`src/rtl/core/srd_pkg.sv`:
```
// shared types and constants for the sort and duplicate removal unit
// no dependencies

package srd_pkg;

	localparam int CAPACITY    = 64;
	localparam int VALUE_WIDTH = 16;

	// store index and fill count widths
	localparam int ADDR_W = (CAPACITY > 1) ? $clog2(CAPACITY) : 1;
	localparam int CNT_W  = $clog2(CAPACITY + 1);

	typedef logic [VALUE_WIDTH-1:0] val_t;
	typedef logic [ADDR_W-1:0]      addr_t;
	typedef logic [CNT_W-1:0]       cnt_t;

	typedef enum logic [1:0] {
		ST_LOAD,
		ST_SCAN,
		ST_EVAL
	} state_t;

	// control into the shared compare unit
	typedef struct packed {
		logic clear;     // start of a new pass
		logic cand_vld;  // candidate read from the store
		val_t cand;
		logic has_floor; // a value has already been picked
		val_t floor;     // candidates must be strictly above this
	} min_ctl_t;

	// result of the current pass
	typedef struct packed {
		logic found;
		val_t best;
	} min_stat_t;

endpackage

```
`src/rtl/core/srd_min_unit.sv`:
```
// shared compare unit: smallest stored value strictly above a floor
// depends on srd_pkg

module srd_min_unit (
	input  logic                  clk,
	input  logic                  arst_n,
	input  srd_pkg::min_ctl_t     ctl,
	output srd_pkg::min_stat_t    stat
);

	logic         found_q;
	srd_pkg::val_t best_q;
	logic         above_floor;
	logic         below_best;
	logic         take;

	// one magnitude compare against the floor, one against the running best
	assign above_floor = !ctl.has_floor || (ctl.cand > ctl.floor);
	assign below_best  = !found_q || (ctl.cand < best_q);
	assign take        = ctl.cand_vld && above_floor && below_best;

	always_ff @(posedge clk or negedge arst_n) begin
		if (!arst_n) begin
			found_q <= 1'b0;
		end else if (ctl.clear) begin
			found_q <= 1'b0;
		end else if (take) begin
			found_q <= 1'b1;
		end
	end

	always_ff @(posedge clk) begin
		if (take && !ctl.clear) begin
			best_q <= ctl.cand;
		end
	end

	assign stat.found = found_q;
	assign stat.best  = best_q;

endmodule

```
`src/rtl/core/sort_and_remove_duplicates_unit.sv`:
```
// top level of the sort and duplicate removal unit: load store, sequencer, result register
// depends on srd_pkg and srd_min_unit

// Collects up to CAPACITY unsigned values, one transfer per clock while busy is low
// (a transfer happens at each edge with start high and busy low). The transfer with
// last_in set ends the load; busy then rises and the block emits every distinct value
// once, in ascending order, each on the result ports for a single cycle marked by
// strobe, with last_out on the largest. The receiver cannot stall the results, so they
// must be taken as they appear. Values arriving while the store is full are dropped and
// overflow is set on every result of that load. Sorting is done by repeated passes of
// one shared compare unit over the store, each pass picking the smallest value above
// the one picked before: with d distinct stored values there are d + 1 passes, each
// made of a read of every stored value, a compare drain step and a decision step, with
// busy high throughout. The store needs no clearing after reset.

module sort_and_remove_duplicates_unit (
	input  logic        clk,
	input  logic        arst_n,
	input  logic        start,
	output logic        busy,
	input  logic [15:0] value,
	input  logic        last_in,
	output logic        strobe,
	output logic [15:0] sorted_value,
	output logic        last_out,
	output logic        overflow
);

	// sequencer state
	srd_pkg::state_t state_q, state_d;

	// load bookkeeping
	srd_pkg::cnt_t count_q;
	logic          dropped_q;

	// scan pointer and read pipeline
	srd_pkg::cnt_t scan_q;
	logic          rd_vld_s1;
	srd_pkg::val_t rd_data_s1;

	// value picked by the previous pass, waiting to be emitted
	logic          have_prev_q;
	srd_pkg::val_t prev_q;

	// result register
	logic          strobe_q;
	srd_pkg::val_t res_val_q;
	logic          res_last_q;
	logic          res_ovf_q;

	// the store itself
	srd_pkg::val_t mem [srd_pkg::CAPACITY];

	srd_pkg::min_ctl_t  min_ctl;
	srd_pkg::min_stat_t min_stat;

	logic transfer;
	logic store_room;
	logic rd_issue;
	logic pass_done;
	logic emit;
	logic emit_last;
	logic next_pass;
	logic finish;

	assign transfer   = start && !busy;
	assign store_room = count_q < srd_pkg::CNT_W'(srd_pkg::CAPACITY);

	// next state and sequencer outputs
	always_comb begin
		state_d   = state_q;
		busy      = 1'b1;
		rd_issue  = 1'b0;
		pass_done = 1'b0;
		emit      = 1'b0;
		emit_last = 1'b0;
		next_pass = 1'b0;
		finish    = 1'b0;
		case (state_q)
			srd_pkg::ST_LOAD: begin
				busy = 1'b0;
				if (transfer && last_in) begin
					state_d = srd_pkg::ST_SCAN;
				end
			end
			srd_pkg::ST_SCAN: begin
				if (scan_q < count_q) begin
					rd_issue = 1'b1;
				end else begin
					// last read is compared this cycle
					pass_done = 1'b1;
					state_d   = srd_pkg::ST_EVAL;
				end
			end
			srd_pkg::ST_EVAL: begin
				if (min_stat.found) begin
					// a larger value exists, so the pending one is not the last
					emit      = have_prev_q;
					next_pass = 1'b1;
					state_d   = srd_pkg::ST_SCAN;
				end else begin
					// nothing above the pending value: it is the largest
					emit      = 1'b1;
					emit_last = 1'b1;
					finish    = 1'b1;
					state_d   = srd_pkg::ST_LOAD;
				end
			end
			default: begin
				state_d = srd_pkg::ST_LOAD;
			end
		endcase
	end

	always_ff @(posedge clk or negedge arst_n) begin
		if (!arst_n) begin
			state_q <= srd_pkg::ST_LOAD;
		end else begin
			state_q <= state_d;
		end
	end

	// fill count and overflow mark
	always_ff @(posedge clk or negedge arst_n) begin
		if (!arst_n) begin
			count_q   <= '0;
			dropped_q <= 1'b0;
		end else if (finish) begin
			count_q   <= '0;
			dropped_q <= 1'b0;
		end else if (transfer) begin
			if (store_room) begin
				count_q <= count_q + srd_pkg::CNT_W'(1);
			end else begin
				dropped_q <= 1'b1;
			end
		end
	end

	// store write port
	always_ff @(posedge clk) begin
		if (transfer && store_room) begin
			mem[count_q[srd_pkg::ADDR_W-1:0]] <= srd_pkg::VALUE_WIDTH'(value);
		end
	end

	// store read port, registered data
	always_ff @(posedge clk) begin
		if (rd_issue) begin
			rd_data_s1 <= mem[scan_q[srd_pkg::ADDR_W-1:0]];
		end
	end

	always_ff @(posedge clk or negedge arst_n) begin
		if (!arst_n) begin
			scan_q    <= '0;
			rd_vld_s1 <= 1'b0;
		end else begin
			rd_vld_s1 <= rd_issue;
			if (rd_issue) begin
				scan_q <= scan_q + srd_pkg::CNT_W'(1);
			end else if (pass_done || state_q == srd_pkg::ST_LOAD) begin
				scan_q <= '0;
			end
		end
	end

	// pending value: floor for the next pass and the next result to go out
	always_ff @(posedge clk or negedge arst_n) begin
		if (!arst_n) begin
			have_prev_q <= 1'b0;
		end else if (finish) begin
			have_prev_q <= 1'b0;
		end else if (next_pass) begin
			have_prev_q <= 1'b1;
		end
	end

	always_ff @(posedge clk) begin
		if (next_pass) begin
			prev_q <= min_stat.best;
		end
	end

	assign min_ctl.clear     = next_pass || finish;
	assign min_ctl.cand_vld  = rd_vld_s1;
	assign min_ctl.cand      = rd_data_s1;
	assign min_ctl.has_floor = have_prev_q;
	assign min_ctl.floor     = prev_q;

	srd_min_unit u_min (
		.clk    (clk),
		.arst_n (arst_n),
		.ctl    (min_ctl),
		.stat   (min_stat)
	);

	// result register, loaded with each emitted value
	always_ff @(posedge clk or negedge arst_n) begin
		if (!arst_n) begin
			strobe_q <= 1'b0;
		end else begin
			strobe_q <= emit;
		end
	end

	always_ff @(posedge clk) begin
		if (emit) begin
			res_val_q  <= prev_q;
			res_last_q <= emit_last;
			res_ovf_q  <= dropped_q;
		end
	end

	assign strobe       = strobe_q;
	assign sorted_value = 16'(res_val_q);
	assign last_out     = strobe_q && res_last_q;
	assign overflow     = res_ovf_q;

`ifndef SYNTHESIS
	// results only follow a decision cycle
	a_strobe_after_eval: assert property (@(posedge clk) disable iff (!arst_n)
		strobe |-> $past(state_q == srd_pkg::ST_EVAL))
		else $error("result without a decision cycle");

	// fill count stays within the store
	a_count_bound: assert property (@(posedge clk) disable iff (!arst_n)
		count_q <= srd_pkg::CNT_W'(srd_pkg::CAPACITY))
		else $error("fill count beyond capacity");

	// a pass never runs over an empty store
	a_scan_nonempty: assert property (@(posedge clk) disable iff (!arst_n)
		(state_q == srd_pkg::ST_SCAN) |-> (count_q != '0))
		else $error("scan over empty store");

	// the final result returns the block to loading with an empty store
	a_last_reloads: assert property (@(posedge clk) disable iff (!arst_n)
		(strobe && last_out) |-> (state_q == srd_pkg::ST_LOAD && count_q == '0))
		else $error("final result without return to load");

	// the final decision always has a pending value to emit
	a_eval_pending: assert property (@(posedge clk) disable iff (!arst_n)
		(state_q == srd_pkg::ST_EVAL && !min_stat.found) |-> have_prev_q)
		else $error("end of run with nothing pending");
`endif

endmodule
```
`config.mk`:
```
export PLATFORM = sky130hd
export DESIGN_NAME = sort_and_remove_duplicates_unit
export DESIGN_NICKNAME = d
export VERILOG_FILES = /design/src/rtl/core/srd_pkg.sv /design/src/rtl/core/srd_min_unit.sv /design/src/rtl/core/sort_and_remove_duplicates_unit.sv
export SDC_FILE = /design/constraint.sdc
export NUM_CORES = 1
export LEC_CHECK = 0
export BUFFER_PORTS_ARGS = -buffer_cell sky130_fd_sc_hd__buf_2
export CAP_MARGIN = 20
export CORE_ASPECT_RATIO = 1.4
export CORE_MARGIN = 5
export CORE_UTILIZATION = 35
export CTS_CLUSTER_SIZE = 20
export DETAILED_ROUTE_END_ITERATION = 8
export GPL_TIMING_DRIVEN = 1
export PLACE_DENSITY = 0.6
export SYNTH_ARGS = -nofsm -noshare
export SYNTH_HDL_FRONTEND = slang
export SYNTH_SLANG_ARGS = --single-unit
```
`constraint.sdc`:
```
create_clock -name clk -period 6.35 [get_ports clk]
set_input_delay 1.905 -clock clk [delete_from_list [all_inputs] [get_ports clk]]
set_output_delay 1.905 -clock clk [all_outputs]
set_load 0.05 [all_outputs]
```
**After elaboration in Yosys (flattened, before gate mapping)**

Memory sizes are Yosys's and may differ from the RTL's. A register that Yosys moved wholly into a read port is not among the register bits.
Index checks and enable logic that the tools add are counted.

- Flip-flop bits (word level): 71
- RAM bits: 1024
- Output and inout port bits: 20
- Logic and storage cells: 77
- Memories: 1

- Add/subtract/negate cells: 2
- Magnitude comparators: 4
- Eq/ne operators: 5
- Multiplexer cells: 29
- Reduce and logical (&&, ||, !) cells: 23

Memory list:

| name | words | width | read ports | clocked after memory_dff | write ports | RTL line | source |
|---|---|---|---|---|---|---|---|
| mem | 64 | 16 | 1 | 1 | 1 | sort_and_remove_duplicates_unit.sv:52 | `srd_pkg::val_t mem [srd_pkg::CAPACITY];` |

Operator list:

| operator | number |
|---|---|
| 7-bit two-way mux | 5 |
| 1-bit two-way mux | 21 |
| 16-bit > comparator | 1 |
| 16-bit < comparator | 1 |
| 7-bit by 1-bit adder with 7-bit output (second input constant) | 2 |
| 2-bit nonzero test | 5 |
| 1-bit logical AND | 7 |
| 7-bit < comparator | 1 |
| 7-bit < comparator (second input constant) | 1 |
| 2-bit case mux with 3 select lines | 1 |
| 2-bit AND reduction | 3 |
| 1-bit logical OR | 4 |
| 2-bit two-way mux | 2 |
| 2-bit by 1-bit != test with 1-bit output (second input constant) | 2 |
| 1-bit zero test | 3 |
| 2-bit by 1-bit == test with 1-bit output (second input constant) | 1 |
| 2-bit == test (second input constant) | 1 |
| 2-bit zero test | 1 |
| 2-bit != test (second input constant) | 1 |

**Depth between registers and ports, before layout**

Gate-level depths: netlist (run 1).

- Depth in word-level cells: 6
- Gate-level depth with buffers: 10
- Mapped depth without buffers: 8

**Modules after synthesis**

A second synthesis (run 1) with hierarchy kept.

- Cell total of the unflattened synthesis: 2097
- Area, all modules: 43210.2 µm²

Modules (own cells, without submodules):

| module | times used | cells an instance | area each (µm²) | seq. area each (µm²) |
|---|---|---|---|---|
| sort_and_remove_duplicates_unit | 1 | 1962 | 41871.4 | 32751.4 |
| srd_min_unit | 1 | 135 | 1338.8 | 505.5 |

**Worst setup path before layout (run 1)**

No wires, ideal clock.

- Kind: in2reg
- Start: input port start
- End: memory mem[14][0] (netlist name) (enable)
- Setup time: 0.388 ns
- Arrival time: 3.536 ns
- Data required time: 5.962 ns
- Slack: 2.425 ns
- Cell stages on the path: 4
- Path through: nor4b_2 -> nor2b_1 -> nand3_1 -> nor2_1

- Longest elaborated chain between the ends: 4

Ends and longest elaborated chain:

| what | RTL line | source |
|---|---|---|
| start: declaration | sort_and_remove_duplicates_unit.sv:19 | `input logic start,` |
| 1-bit logical AND | sort_and_remove_duplicates_unit.sv:66 | `assign transfer = start && !busy;` |
| 1-bit logical AND | sort_and_remove_duplicates_unit.sv:142 | `if (transfer && store_room) begin` |
| 1-bit two-way mux | sort_and_remove_duplicates_unit.sv:142 |  |
| 1-bit two-way mux (implied by the code) | sort_and_remove_duplicates_unit.sv:143 | `mem[count_q[srd_pkg::ADDR_W-1:0]] <= srd_pkg::VALUE_WIDTH'(value);` |
| end: declaration | sort_and_remove_duplicates_unit.sv:52 |  |

No other way between the ends.

**Final worst setup path (run 1)**

- Start: input port start
- End: memory mem[47][10] (netlist name) (enable)

The elaborated chain is that of the path after synthesis.

==> results.json, run 1 <==
{
  "status": "complete, no violations",
  "drive_gt1_share_pct": 26.5,
  "setup_slack_ps": 2190,
  "crit_path_end": "mem[47][10]",
  "ys_top_cells_by_area": "edfxtp_1, mux4_2, dfrtp_1, mux2i_1, ha_1",
  "hold_viol": 0,
  "maxCapViolations": 0,
  "grt.overflow.total": 0,
  "worst-path-stages": 6,
  "cts_hold_repair.buffers": 0,
  "slowest_stage": "nand3_1",
  "dr.pass1.iters": 5,
  "reg2reg_to": "rd_data_s1[4]",
  "drt_iter0_drc": 1946,
  "slew_headroom_pct": 30.9,
  "postSynthCellCount": 1951,
  "vias": 19942,
  "fin_crit_ps": 4160,
  "io_pins": 40,
  "critPathArrivalTime_ps": 4550,
  "switching_share_pct": 19.1,
  "gp_congestion": 0.889,
  "die_w_um": 307,
  "ctsResizeCount": 0,
  "cts_tree": "yes",
  "hold_class": "reg -> reg",
  "grt_pass1_vias": 20657,
  "cp_data_required_time_ps": 6730,
  "port-buffer-count": 39,
  "p_leak_nw": 15.5,
  "start_util_pct": 35.2,
  "end_kind": "flop",
  "skew_ps": 27.1,
  "clock_path_buffers": 3,
  "ant_nets": 0,
  "ys_top_cells_by_count": "edfxtp_1, mux4_2, nor2_1",
  "report.final.slew_viol_count": 0,
  "p_switching_mw": 2.74,
  "routed_wl_um": 103000,
  "area_growth_pct": 13.6,
  "rows": 152,
  "internal-power_mw": 11.6,
  "synth_edf_count": 1090,
  "cp_slowest_stage_delay_ps": 720,
  "hold_slack_ps": 449,
  "path_clk_slew_ps": 60,
  "grt_max_degree": 85,
  "synth_top_area_share_pct": 75.9,
  "cts_sinks": 1111,
  "netlist-cell-type-count": 45,
  "cp_max_fo": 11,
  "core_area_mm2": 0.122,
  "nets": 2152,
  "crit_path_start_kind": "input pin",
  "numCtsBuffers": 94,
  "synth-main-ff-cell": "edfxtp_1",
  "setup_viol": 0,
  "rsz0062_at_grt": "false",
  "antenna_found_initial": 2,
  "ys_seq_elements": 1111,
  "htree_levels": 3,
  "synthesis.area_per_instance_um2": 22.1,
  "syn_nets": 2010,
  "r2r_start": "scan_q[0]",
  "synth_async_sr_flop_share_pct": 1.89,
  "die_y_um": 425,
  "tightestPinTransition_ps": 1040,
  "tns_ps": 0,
  "avgViaCountPerCell": 5.26,
  "final_util_pct": 40.0,
  "yosys.area.top_type": "edfxtp_1",
  "fin_area_mm2": 0.0490,
  "ys_seq_area_share_pct": 77.1,
  "grt_pass1_wl_um": 148000,
  "pwr-share-seq_pct": 56.2,
  "r2r_slack_ps": 2670,
  "clockRootBuffer": "clkbuf_16",
  "cts_setup_buffers": 0,
  "hpwl_um": 63600,
  "path_buf_inv": 2,
  "clkPwrFrac_pct": 42.8,
  "crit_type": "in -> reg",
  "clock_latency_ps": 690,
  "synth_area_mm2": 0.0431,
  "fmax_mhz": 240,
  "combPwrFrac_pct": 1.0,
  "die-area_mm2": 0.130,
  "postPlaceCellArea_mm2": 0.0456,
  "post_drt_wl_per_cell_um": 27.1,
  "fillers": 10721,
  "cpLargestDelayFamily": "simple AND/OR/NAND/NOR gates",
  "yosysWarnings": 0,
  "fin_crit_sh_pct": 65.6,
  "critPathLaunch": "start",
  "ir_worst_vdd_mv": 0.183,
  "worstPathCellList": "buf_2 > nor4b_2 > and2_1 > nand3_1 > nor2_1 > buf_4",
  "pwr_density_cell_mw_per_mm2": 292,
  "reg2regPathDepth": 6,
  "dpl_worst_slack_ps": 1550,
  "grt_use_total_pct": 15.6,
  "drcViolationCount": 0,
  "synth_most_common_cell": "edfxtp_1"
}
## layout by cell type (no fill, tap or decap), types with 20 or more instances in the layout
| cell type | count |
|---|---|
| mux2i_1 | 52 |
| edfxtp_1 | 1090 |
| inv_1 | 43 |
| nand2_1 | 36 |
| ha_1 | 39 |
| nand3_1 | 24 |
| buf_2 | 31 |
| buf_4 | 93 |
| clkinv_2 | 22 |
| nor2b_1 | 20 |
| o22ai_1 | 28 |
| clkbuf_16 | 96 |
| nor2_1 | 102 |
| mux4_2 | 286 |
## metrics by stage
step                total power, mW  std cells
detailed placement             8.35       3613
floorplan                      8.20       1951
finish                         14.3       3792
global route                   14.7       3791
CTS                            14.4       3789
global placement               8.34       3613
## state kept, by name, summed over array words and instances, names as in the netlist
register / count
mem: 1024
prev_q: 16
rd_data_s1: 16
sorted_value: 16
u_min.best_q: 16
count_q: 7
scan_q: 7
state_q: 2
dropped_q: 1
have_prev_q: 1
overflow: 1
rd_vld_s1: 1
res_last_q: 1
strobe: 1
u_min.found_q: 1
## area by class of cell
cell class | instances | area (um^2) | share of cell area (%)
clock inverter | 74 | 851 | 1.74
multi-input combinational | 713 | 9240 | 18.9
timing repair buffer | 130 | 968 | 1.98
antenna | 2 | 5.00 | 0.0102
clock buffer | 102 | 2430 | 4.97
inverter | 43 | 161 | 0.330
sequential | 1111 | 33300 | 68.0
tap | 1617 | 2020 | 4.13
## power by group through the flow
stage | sequential, mW | clock [mW] | combinational [mW]
4_1_cts | 8.04 | 6.24 | 0.148
5_1_grt | 8.03 | 6.52 | 0.152
2_1_floorplan | 8.20 | 0 | 0.000524
6_report | 8.04 | 6.12 | 0.143
3_5_place_dp | 8.20 | 0 | 0.148
3_3_place_gp | 8.20 | 0 | 0.140
## cells by family after synthesis
family / Yosys count / share of synthesized area, %
xor+xnor: 5 / 0.102
mux: 338 / 16.1
fa+ha+maj: 39 / 1.13
flops: 1111 / 77.1
compound gates: 107 / 1.66
simple gates: 224 / 2.37
buf+inv: 127 / 1.45
## metal layers
metal  global-route usage, %  vias up  part of all wire, %
met1                    19.4    10718                   38
li1                        -     8425                    -
met2                    27.8      652                   53
met4                    6.02        0                  3.7
met5                       0        -                    0
met3                    2.04      147                  5.0
## worst min path at each step
stage,startpoint,endpoint,slack [ps],cells after the start
finish,u_min.best_q[11],prev_q[11],450,0
global route,prev_q[10],sorted_value[10],460,0
CTS,u_min.best_q[11],prev_q[11],450,0
detailed placement,prev_q[8],sorted_value[8],440,0
global placement,u_min.best_q[1],prev_q[1],430,0
floorplan,dropped_q,overflow,430,0
Power figures use the tool's default switching activity.
==> run 2, diff against run 1 <==
- PLACE_DENSITY: 0.6 -> 0.62
- clock period: 6.35 -> 3.74 ns (I/O delays scaled with it)
==> results.json, run 2 (synthesized netlist as in run 1, its figures left out) <==
{
  "maxCapViolations": 0,
  "final_common_cell": "edfxtp_1",
  "clockRootBuffer": "clkbuf_16",
  "io_pins": 40,
  "vias": 20509,
  "nets": 2204,
  "hold_class": "in -> async",
  "pwr_density_cell_mw_per_mm2": 490,
  "internal-power_mw": 19.5,
  "dr.pass1.iters": 6,
  "grt.overflow.total": 0,
  "clkPwrFrac_pct": 42.5,
  "hold_viol": 0,
  "cts_sinks": 1111,
  "rows": 152,
  "report.final.slew_viol_count": 0,
  "crit_top_cell": "mux4_2",
  "post_drt_wl_per_cell_um": 28.1,
  "ctsResizeCount": 0,
  "p_switching_mw": 4.73,
  "end_kind": "flop",
  "skew_ps": 41.4,
  "htree_levels": 3,
  "combPwrFrac_pct": 1.1,
  "start_util_pct": 35.2,
  "fin_crit_ps": 3250,
  "core_area_mm2": 0.122,
  "drive_gt1_share_pct": 27.6,
  "cp_slowest_stage_delay_ps": 970,
  "die_w_um": 307,
  "grt_max_degree": 95,
  "hpwl_um": 69400,
  "grt_pass1_vias": 21260,
  "cts_hold_repair.buffers": 0,
  "cp_data_required_time_ps": 4190,
  "clock_latency_ps": 720,
  "rsz0062_at_grt": "false",
  "drt_iter0_drc": 2165,
  "numCtsBuffers": 97,
  "ant_nets": 0,
  "pwr-share-seq_pct": 56.4,
  "crit_type": "reg -> reg",
  "routed_wl_um": 108000,
  "port-buffer-count": 39,
  "critPathArrivalTime_ps": 3700,
  "cts_setup_buffers": 0,
  "status": "complete, no violations",
  "switching_share_pct": 19.5,
  "slew_headroom_pct": 33.0,
  "area_growth_pct": 14.6,
  "grt_use_total_pct": 16.3,
  "p_leak_nw": 15.8,
  "clock_path_buffers": 3,
  "crit_path_start_kind": "flop",
  "cts_tree": "yes",
  "worstPathCellList": "buf_12 > mux4_2 > mux4_2 > o22ai_1 > nor2_1",
  "slowest_stage": "dfrtp_4",
  "drcViolationCount": 0,
  "gp_congestion": 0.841,
  "antenna_found_initial": 4,
  "ir_worst_vdd_mv": 0.355,
  "fmax_mhz": 308,
  "cp_max_fo": 94,
  "final_util_pct": 40.3,
  "die-area_mm2": 0.130,
  "fin_crit_sh_pct": 86.9,
  "grt_pass1_wl_um": 155000,
  "setup_viol": 0,
  "avgViaCountPerCell": 5.34,
  "tightestPinTransition_ps": 1010,
  "final_cell_mix": "edfxtp_1, mux4_2, buf_4",
  "largest_reg_flops": 1024,
  "path_clk_slew_ps": 60,
  "tns_ps": 0,
  "die_y_um": 425,
  "hold_slack_ps": 402,
  "p_total_mw": 24.2
}
==> run 2: cell count changes in the layout (fill, tap and decap cells not counted), sizes merged <==
cell      delta
clkinvlp     -7
clkbuf      +17
buf         +49
inv          +1
bufinv       -6
clkinv       -2
==> run 2: power by group through the flow <==
stage / sequential (mW) / combinational (mW) / clock, mW
floorplan: 13.9 / 0.000887 / 0
global placement: 13.9 / 0.248 / 0
detailed placement: 13.9 / 0.265 / 0
CTS: 13.6 / 0.264 / 10.5
global route: 13.6 / 0.270 / 10.9
finish: 13.6 / 0.256 / 10.3
==> run 2: layout make-up <==
cell class,instances,area (um^2)
Multi-Input combinational cell,713,9240
Tap cell,1617,2020
Timing Repair Buffer,179,1450
Sequential cell,1111,33300
Inverter,43,161
Clock inverter,60,652
Antenna cell,2,5.00
Clock buffer,119,2590
Fill cell,10752,73100
==> run 2: worst paths after layout <==
kind / start / to / cells after the start / slack (ps)
max in group asynchronous: arst_n / scan_q[0] / 1 / 2910
setup / recovery: scan_q[1] / rd_data_s1[13] / 5 / 490
min in group clk: u_min.best_q[0] / prev_q[0] / 0 / 450
hold / removal: arst_n / rd_vld_s1 / 1 / 400
setup reg to reg: scan_q[1] / rd_data_s1[13] / 5 / 490
hold reg to reg: u_min.best_q[0] / prev_q[0] / 0 / 450
==> run 2: metrics by stage <==
step | cell area, um^2 | setup slack, ps | instances
floorplan | 43100 | 598 | 1951
finish | 49400 | 489 | 3844
global route | 49400 | 380 | 3843
detailed placement | 46100 | 457 | 3663
CTS | 49400 | 437 | 3842
global placement | 46100 | 407 | 3663
==> run 2: metal layers <==
metal  part of all wire [%]  global-route usage [%]
met1                     36                    19.5
met2                     52                    28.7
met3                    6.4                    2.86
met4                    5.0                    7.81
met5                  0.024                       0
==> run 2: critical path, delay by kind of cell (launching register included) <==
family / cells / cell delay [ps]
buf+inv: 1 / 530
simple gates: 1 / 70
flops: 1 / 970
compound gates: 1 / 210
mux: 2 / 1100
==> run 3, diff against run 2 <==
- CTS_BUF_LIST: unset -> sky130_fd_sc_hd__clkbuf_4 sky130_fd_sc_hd__clkbuf_8
==> results.json, run 3 (synthesized netlist as in run 1, its figures left out) <==
{
  "drt_iter0_drc": 1893,
  "cts_hold_repair.buffers": 0,
  "grt.overflow.total": 0,
  "p_total_mw": 23.6,
  "setup_viol": 0,
  "grt_max_degree": 95,
  "drive_gt1_share_pct": 30.7,
  "crit_path_start_kind": "flop",
  "gp_congestion": 0.841,
  "path_clk_slew_ps": 70,
  "io_pins": 40,
  "hold_viol": 0,
  "fmax_mhz": 311,
  "cpLargestDelayFamily": "multiplexers",
  "slowest_stage": "dfrtp_4",
  "ant_nets": 0,
  "worstPathCellList": "buf_12 > mux4_2 > mux4_2 > o22ai_1 > nor2_1",
  "fillers": 10792,
  "reg2regPathDepth": 5,
  "worst-path-stages": 5,
  "final_cell_mix": "edfxtp_1, mux4_2, clkbuf_8",
  "die_w_um": 307,
  "pwr_density_cell_mw_per_mm2": 478,
  "clockRootBuffer": "clkbuf_8",
  "fin_crit_ps": 3210,
  "dr.pass1.iters": 7,
  "start_util_pct": 35.2,
  "die-area_mm2": 0.130,
  "grt_use_total_pct": 16.6,
  "rows": 152,
  "tns_ps": 0,
  "nets": 2264,
  "drcViolationCount": 0,
  "final_common_cell": "edfxtp_1",
  "vias": 20934,
  "cp_max_fo": 94,
  "regArea_mm2": 0.0333,
  "die_y_um": 425,
  "report.final.slew_viol_count": 0,
  "avgViaCountPerCell": 5.31,
  "tightestPinTransition_ps": 996,
  "status": "complete, no violations",
  "multi_input_area_mm2": 0.00924,
  "skew_ps": 40.4,
  "cts_sinks": 1111,
  "largest_reg_flops": 1024,
  "ir_worst_vdd_mv": 0.394,
  "routed_wl_um": 109000,
  "core_area_mm2": 0.122,
  "cts_setup_buffers": 0,
  "end_kind": "flop",
  "cp_slowest_stage_delay_ps": 950,
  "slew_headroom_pct": 33.6,
  "hold_class": "in -> async",
  "clock_path_buffers": 3,
  "cp_data_required_time_ps": 4310,
  "hpwl_um": 69400,
  "crit_top_cell": "mux4_2",
  "critPathArrivalTime_ps": 3790,
  "cts_tree": "yes",
  "p_leak_nw": 15.8,
  "numCtsBuffers": 157,
  "clock_latency_ps": 840,
  "htree_levels": 4,
  "post_drt_wl_per_cell_um": 27.7,
  "area_growth_pct": 14.4,
  "path_buf_inv": 1,
  "grt_pass1_vias": 21931,
  "fin_crit_sh_pct": 86.0,
  "port-buffer-count": 39,
  "ctsResizeCount": 0,
  "crit_type": "reg -> reg",
  "rsz0062_at_grt": "false",
  "maxCapViolations": 0,
  "grt_pass1_wl_um": 157000,
  "antenna_found_initial": 2
}
-- run 3: cell count changes in the layout (fill, tap and decap cells not counted), sizes merged --
cell | before | now
clkinvlp | 1 | 7
clkinv | 43 | 52
clkbuf | 119 | 206
inv | 47 | 45
bufinv | 12 | 10
-- run 3: per-layer routing --
layer  vias up  global-route usage, %  wire [um]
li1       8676                      -          -
met1     11220                   19.2      39400
met2       812                   29.0      56600
met3       224                   3.51       6730
met4         2                   8.89       6420
met5         -                      0         12
-- run 3: final cells by class --
type | count | area share (%)
Antenna cell | 2 | 0.0101
Clock buffer | 206 | 5.22
Clock inverter | 71 | 1.20
Inverter | 43 | 0.327
Multi-Input combinational cell | 713 | 18.7
Sequential cell | 1111 | 67.5
Tap cell | 1617 | 4.10
Timing Repair Buffer | 179 | 2.94
-- run 3: report_power, final --
part | switching [mW] | leakage [nW] | internal (mW)
clock network | 4.50 | 1.64 | 5.17
registers | 0.000774 | 10.1 | 13.6
logic | 0.233 | 4.10 | 0.0257
total | 4.74 | 15.8 | 18.8
-- run 3: worst register-to-register path, stage by stage, from the launching register on --
cell	delay, ps
dfrtp_4	950
buf_12	510
mux4_2	580
mux4_2	610
o22ai_1	220
nor2_1	80
-- run 3: metrics by stage --
| step | instances | hold WS [ps] | cell area, um^2 | util, % | setup WS (ps) |
|---|---|---|---|---|---|
| finish | 3942 | 272 | 49300 | 40.3 | 525 |
| global route | 3941 | 240 | 49300 | 40.3 | 408 |
| detailed placement | 3663 | 432 | 46100 | 37.7 | 457 |
| global placement | 3663 | 431 | 46100 | 37.7 | 407 |
| floorplan | 1951 | 425 | 43100 | - | 598 |
| CTS | 3940 | 193 | 49300 | 40.3 | 449 |
-- run 3: final timing paths --
path	endpoint	slack (ps)	startpoint
worst min register to register	sorted_value[13]	450	prev_q[13]
min in group clk	sorted_value[13]	450	prev_q[13]
worst max-delay path	rd_data_s1[0]	530	scan_q[1]
max in group asynchronous	scan_q[0]	3050	arst_n
worst min-delay path	scan_q[5]	270	arst_n
worst max register to register	rd_data_s1[0]	530	scan_q[1]
